## config.mk

```make
export PLATFORM = sky130hd
export DESIGN_NAME = salru_row_logic
export DESIGN_NICKNAME = d
export VERILOG_FILES = /design/src/assert_macros.svh /design/src/salru_pkg.sv /design/src/salru_row_logic.sv
export SDC_FILE = /design/constraint.sdc
export NUM_CORES = 1
export LEC_CHECK = 0
export BUFFER_PORTS_ARGS = -buffer_cell sky130_fd_sc_hd__buf_2
export CAP_MARGIN = 5
export CORE_MARGIN = 3
export CORE_UTILIZATION = 53
export DETAILED_ROUTE_END_ITERATION = 16
export GPL_TIMING_DRIVEN = 0
export PLACE_DENSITY = 0.87
export RECOVER_POWER = 100
export SETUP_SLACK_MARGIN = 0.5
export SYNTH_ARGS = -nofsm -noshare
export SYNTH_HDL_FRONTEND = slang
export SYNTH_SLANG_ARGS = --single-unit
```

## constraint.sdc

```tcl
create_clock -name vclk -period 7.7
set_clock_uncertainty 0.15 [all_clocks]
set_input_delay 1.155 -clock vclk [all_inputs]
set_output_delay 1.155 -clock vclk [all_outputs]
set_load 0.005 [all_outputs]
```

## src/assert_macros.svh

```systemverilog
// ----------------------------------------------------------------------------
// assert_macros.svh
// shared concurrent assertion macros for the replacement engine
// ----------------------------------------------------------------------------
`ifndef ASSERT_MACROS_SVH
`define ASSERT_MACROS_SVH

// same-cycle implication, disabled while reset is asserted
`define ASRT_SAME(lbl, clk, rst_n, ante, cons, msg) \
  lbl: assert property (@(posedge clk) disable iff (!rst_n) (ante) |-> (cons)) \
    else $error(msg);

// next-cycle implication, disabled while reset is asserted
`define ASRT_NEXT(lbl, clk, rst_n, ante, cons, msg) \
  lbl: assert property (@(posedge clk) disable iff (!rst_n) (ante) |=> (cons)) \
    else $error(msg);

`endif

```

## src/salru_pkg.sv

```systemverilog
// ----------------------------------------------------------------------------
// salru_pkg
// types and constants of the set-associative lru replacement engine
// ----------------------------------------------------------------------------
package salru_pkg;

  localparam int SET_IN_W  = 10;  // width of the set index field
  localparam int WAY_IN_W  = 3;   // width of the way index field
  localparam int MASK_W    = 8;   // ways covered by the valid mask
  localparam int VICTIM_W  = 3;   // width of the returned way

  localparam int WAYS_DEF  = 8;
  localparam int SETS_DEF  = 1024;

  typedef enum logic [0:0] {
    OP_VICTIM = 1'b0,
    OP_UPDATE = 1'b1
  } opcode_e;

  typedef struct packed {
    opcode_e               opcode;
    logic [SET_IN_W-1:0]   set_index;
    logic [WAY_IN_W-1:0]   way_index;
    logic [MASK_W-1:0]     valid_mask;
    logic                  is_writeback;
    logic                  was_hit;
  } req_t;

  typedef struct packed {
    logic [VICTIM_W-1:0]   victim_way;
    logic                  no_victim;
  } rsp_t;

endpackage

```

## src/salru_row_logic.sv

```systemverilog
// ----------------------------------------------------------------------------
// salru_row_logic
// victim search and recency update on one set's rank row
// ----------------------------------------------------------------------------
module salru_row_logic #(
  parameter int WAYS   = salru_pkg::WAYS_DEF,
  parameter int RANK_W = $clog2(WAYS)
) (
  input  logic [WAYS-1:0][RANK_W-1:0] row_i,
  input  salru_pkg::req_t             req_i,
  output salru_pkg::rsp_t             rsp_o,
  output logic [WAYS-1:0][RANK_W-1:0] row_o,
  output logic                        we_o
);

  logic              found;
  logic              way_vld;
  logic              in_range;
  logic [RANK_W-1:0] tgt;
  logic [RANK_W-1:0] old_rank;

  // lowest invalid way first, then the oldest way
  always_comb begin
    found = 1'b0;
    way_vld = 1'b1;
    rsp_o = '0;
    for (int w = 0; w < WAYS; w++) begin
      if (w < salru_pkg::MASK_W) begin
        way_vld = req_i.valid_mask[w[2:0]];
      end else begin
        way_vld = 1'b1;
      end
      if (!found && !way_vld) begin
        found = 1'b1;
        rsp_o.victim_way = salru_pkg::VICTIM_W'(w);
      end
    end
    for (int w = 0; w < WAYS; w++) begin
      if (!found && row_i[w] == RANK_W'(WAYS - 1)) begin
        found = 1'b1;
        rsp_o.victim_way = salru_pkg::VICTIM_W'(w);
      end
    end
    rsp_o.no_victim = !found;
  end

  // move target to rank 0 and age every more recent way
  always_comb begin
    in_range = int'(req_i.way_index) < WAYS;
    tgt = RANK_W'(req_i.way_index);
    old_rank = row_i[tgt];
    for (int w = 0; w < WAYS; w++) begin
      if (RANK_W'(w) == tgt) begin
        row_o[w] = '0;
      end else if (row_i[w] < old_rank) begin
        row_o[w] = row_i[w] + RANK_W'(1);
      end else begin
        row_o[w] = row_i[w];
      end
    end
    we_o = (req_i.opcode == salru_pkg::OP_UPDATE) && in_range &&
           !(req_i.is_writeback && req_i.was_hit);
  end

endmodule

```

# ---- Word level (Yosys, flattened, before mapping)
# Cells that the tools add are included.
dict set report word_totals {
  regBits 0
}
dict set report classes {
  addsub 8
  order_cmp 9
  eq_ne 15
  n_mux 49
  n_reduce_logical 41
}
# op count
set ops {}
lappend ops {{$mux 3} 31}
lappend ops {{$add 3x1->3 const B} 8}
lappend ops {{$eq 3x3->1 const B} 8}
lappend ops {{$lt 3x3->1} 8}
lappend ops {{$logic_not 1->1} 23}
lappend ops {{$logic_and 1x1->1} 17}
lappend ops {{$mux 1} 17}
lappend ops {{$eq 3x3->1 const A} 4}
lappend ops {{$bmux 3 s3} 1}
lappend ops {{$eq 2x3->1 const A} 2}
lappend ops {{$lt 3x4->1 const B} 1}
lappend ops {{$eq 1x3->1 const A} 1}
lappend ops {{$logic_not 3->1} 1}

# ---- Logic depth before layout (Yosys ltp)
dict set report logic_depth {
  depth_word 46
  mapped_depth 10
}

# ---- Least setup slack after synthesis
# Ideal clock, no wire load.
dict set report synth_timing {
  path_kind {input -> output}
  start {in req_i[10] in the netlist's numbering}
  end {out row_o[18] in the netlist's numbering}
  t_arrival_ns 3.499
  required_time_ns 6.395
  path_slack_ns 2.896
  cell_stages 10
  path_buffers 2
  path_cell_list {buf_6 clkbuf_1 mux4_2 mux2i_1 ha_1 o21a_1 o21ai_0 o31ai_1 o21ba_2 o31a_1}
}
# item line_no
set synth_lines {}
lappend synth_lines {{start: declaration} salru_row_logic.sv:10} ;# input salru_pkg::req_t req_i,
lappend synth_lines {{end: declaration} salru_row_logic.sv:12} ;# output logic [WAYS-1:0][RANK_W-1:0] row_o,

==> flow_summary.yaml <==
drt:
  wl_per_cell_um: 14.34
  final_antenna_net_count: 0
  routed_via_density: 6.007
  drc: 0
  routed-wl-met2_mm: 1.959
  drt_first_pass_iters: 4
  wl_mm: 4.101
  top_layer_used: "met4"
  wl_met1_mm: 1.870
  drt-initial-drc-count: 68
  met3_wirelength_um: 229
  vias: 1718
timing:
  relSlewSlack: 0.3762
  holdWs_ns: 2.390
  setup_slack_ns: 1.943
  max_slew.worst_pin.slew_ns: 0.9096
  timing_hold_violations_final: 0
  period_minus_slack_ns: 5.757
  setup_violations: 0
  fmax_ghz: 0.1737
  fin_setup_tns_ns: 0
  rsz0062_at_grt: "false"
  drv_slew: 0
  period_share: 0.7477
run:
  maxCapViolations: 0
global_routing:
  grt_pass1_wl_mm: 6.844
  grt_pass1_vias: 1610
  grt_max_degree: 11
  grt_overflow: 0
  antenna_found_initial: 0
  grt_use_total: 0.2361
power_and_ir_drop:
  irDropWorstVdd_mv: 0.06391
  power_density_nw_per_um2: 98.50
  leakage_uw: 0.0008999
yosys:
  synth_top_area_share: 0.2612
  yosys_warnings: 0
  synthCells: 190
  seq_area_frac_synth: 0
  synthTopCellsByArea: "ha_1, mux2i_1, mux4_2"
  synth_top_area_cell: "ha_1"
  avgSynthCellArea_um2: 8.067
  synthDistinctLibCells: 38
  syn_area_um2: 1533
  syn_nets: 270
floorplanning:
  ios: 77
  die_x_um: 59.78
  core_um2: 2613
  initial_core_util: 0.5867
  die_area_um2: 3573
  rows: 18
  die_height_um: 59.78
clock_network:
  cts_hold_buf: 0
  post_cts_resized: 0
  post_cts_buffers: 0
status:
  status: "complete, no violations"
worst_setup_path:
  setup.worst_path.class: "primary input to output port"
  arrival_ns: 4.45
  cp-start-kind: "primary input"
  endpoint_kind: "output port"
  cp_data_required_time_ns: 6.39
  worstPathMaxFanout: 10
cells_and_area:
  n_fill_cell: 243
  syn2layout_area_growth_pct: 20.65
  final_nets: 338
  layout-drive-gt1-share: 0.2383
  layout_common_cells: "buf_2, ha_1, nor2_1"
  nFlopsAndLatches: 0
  layout_commonest_cell: "buf_2"
  seq_area_um2: 0
  antenna_cells: 0
  num-clock-buffers: 0
placed_design:
  portBuffers: 66
  dpl_worst_slack_ns: 2.258
  dpl.hpwl_mm: 3.455
  globalplace.congestion: 0.7978
worst_hold_path:
  hp-class: "primary input to output port"
[stage by stage]
| stage | total power [uW] | instances | cell area (um2) | util |
|---|---|---|---|---|
| 2_1_floorplan | 127.9 | 190 | 1533 | - |
| 3_3_place_gp | 184.4 | 286 | 1901 | 0.7275 |
| 3_5_place_dp | 189.1 | 286 | 1901 | 0.7275 |
| 4_1_cts | 190.2 | 286 | 1901 | 0.7275 |
| 5_1_grt | 206.3 | 286 | 1849 | 0.7079 |
| 6_report | 182.2 | 286 | 1849 | 0.7079 |
[where the power goes]
| part | internal, uW | switching (uW) | total (uW) |
|---|---|---|---|
| Sequential | 0 | 0 | 0 |
| Combinational | 86.6 | 95.5 | 182 |
| Clock | 0 | 0 | 0 |
| Total | 86.6 | 95.5 | 182 |
[synthesized netlist by cell type, types with 3 or more instances]
cell	count
a211o_1	4
a211oi_1	4
a21oi_2	6
ha_1	32
inv_1	5
mux2i_1	18
mux4_2	6
nand2_1	10
nor2_1	29
nor3_1	14
nor3b_1	3
o21a_1	9
o21ai_0	9
o21ai_1	3
o31a_1	3
o31ai_1	3
[final timing paths]
| kind | slack [ns] | startpoint | depth (start not counted) | endpoint |
|---|---|---|---|---|
| worst max-delay path | 1.94 | req_i[10] | 11 | row_o[6] |
| worst min-delay path | 2.39 | req_i[0] | 3 | we_o |
[worst max-delay path, cell delays in order]
cell and delay (ns):
clkbuf_1 0.35, clkbuf_1 0.39, mux4_2 0.56, mux2i_1 0.70, ha_1 0.39, o21a_1 0.21
o21ai_0 0.15, o31ai_1 0.13, o21ba_1 0.20, o31a_1 0.10, clkbuf_1 0.12
[cell type report]
| cell class | instances | area, um2 | share of cell area |
|---|---|---|---|
| Multi-Input combinational cell | 180 | 1458 | 0.7882 |
| Timing Repair Buffer | 66 | 309.0 | 0.1671 |
| Inverter | 5 | 18.77 | 0.01015 |
| Tap cell | 30 | 37.54 | 0.02030 |
| Buffer | 5 | 26.28 | 0.01421 |
[cells by family (layout without fill, tap and decap cells)]
kind of cell / Yosys count / in the layout / share of synthesized area
AO/OA/AOI/OAI: 54 / 54 / 0.2784
buffers and inverters: 10 / 76 / 0.03429
AND/OR/NAND/NOR: 69 / 69 / 0.2106
multiplexers: 25 / 25 / 0.2155
adder cells (fa/ha/maj): 32 / 32 / 0.2612
[layer usage]
| layer | vias up | track usage |
|---|---|---|
| li1 | 885 | - |
| met1 | 778 | 0.3199 |
| met2 | 51 | 0.4151 |
| met5 | - | 0 |
| met3 | 4 | 0.008639 |
| met4 | 0 | 0.04430 |
Note: power is estimated with default switching activity, not from simulation.
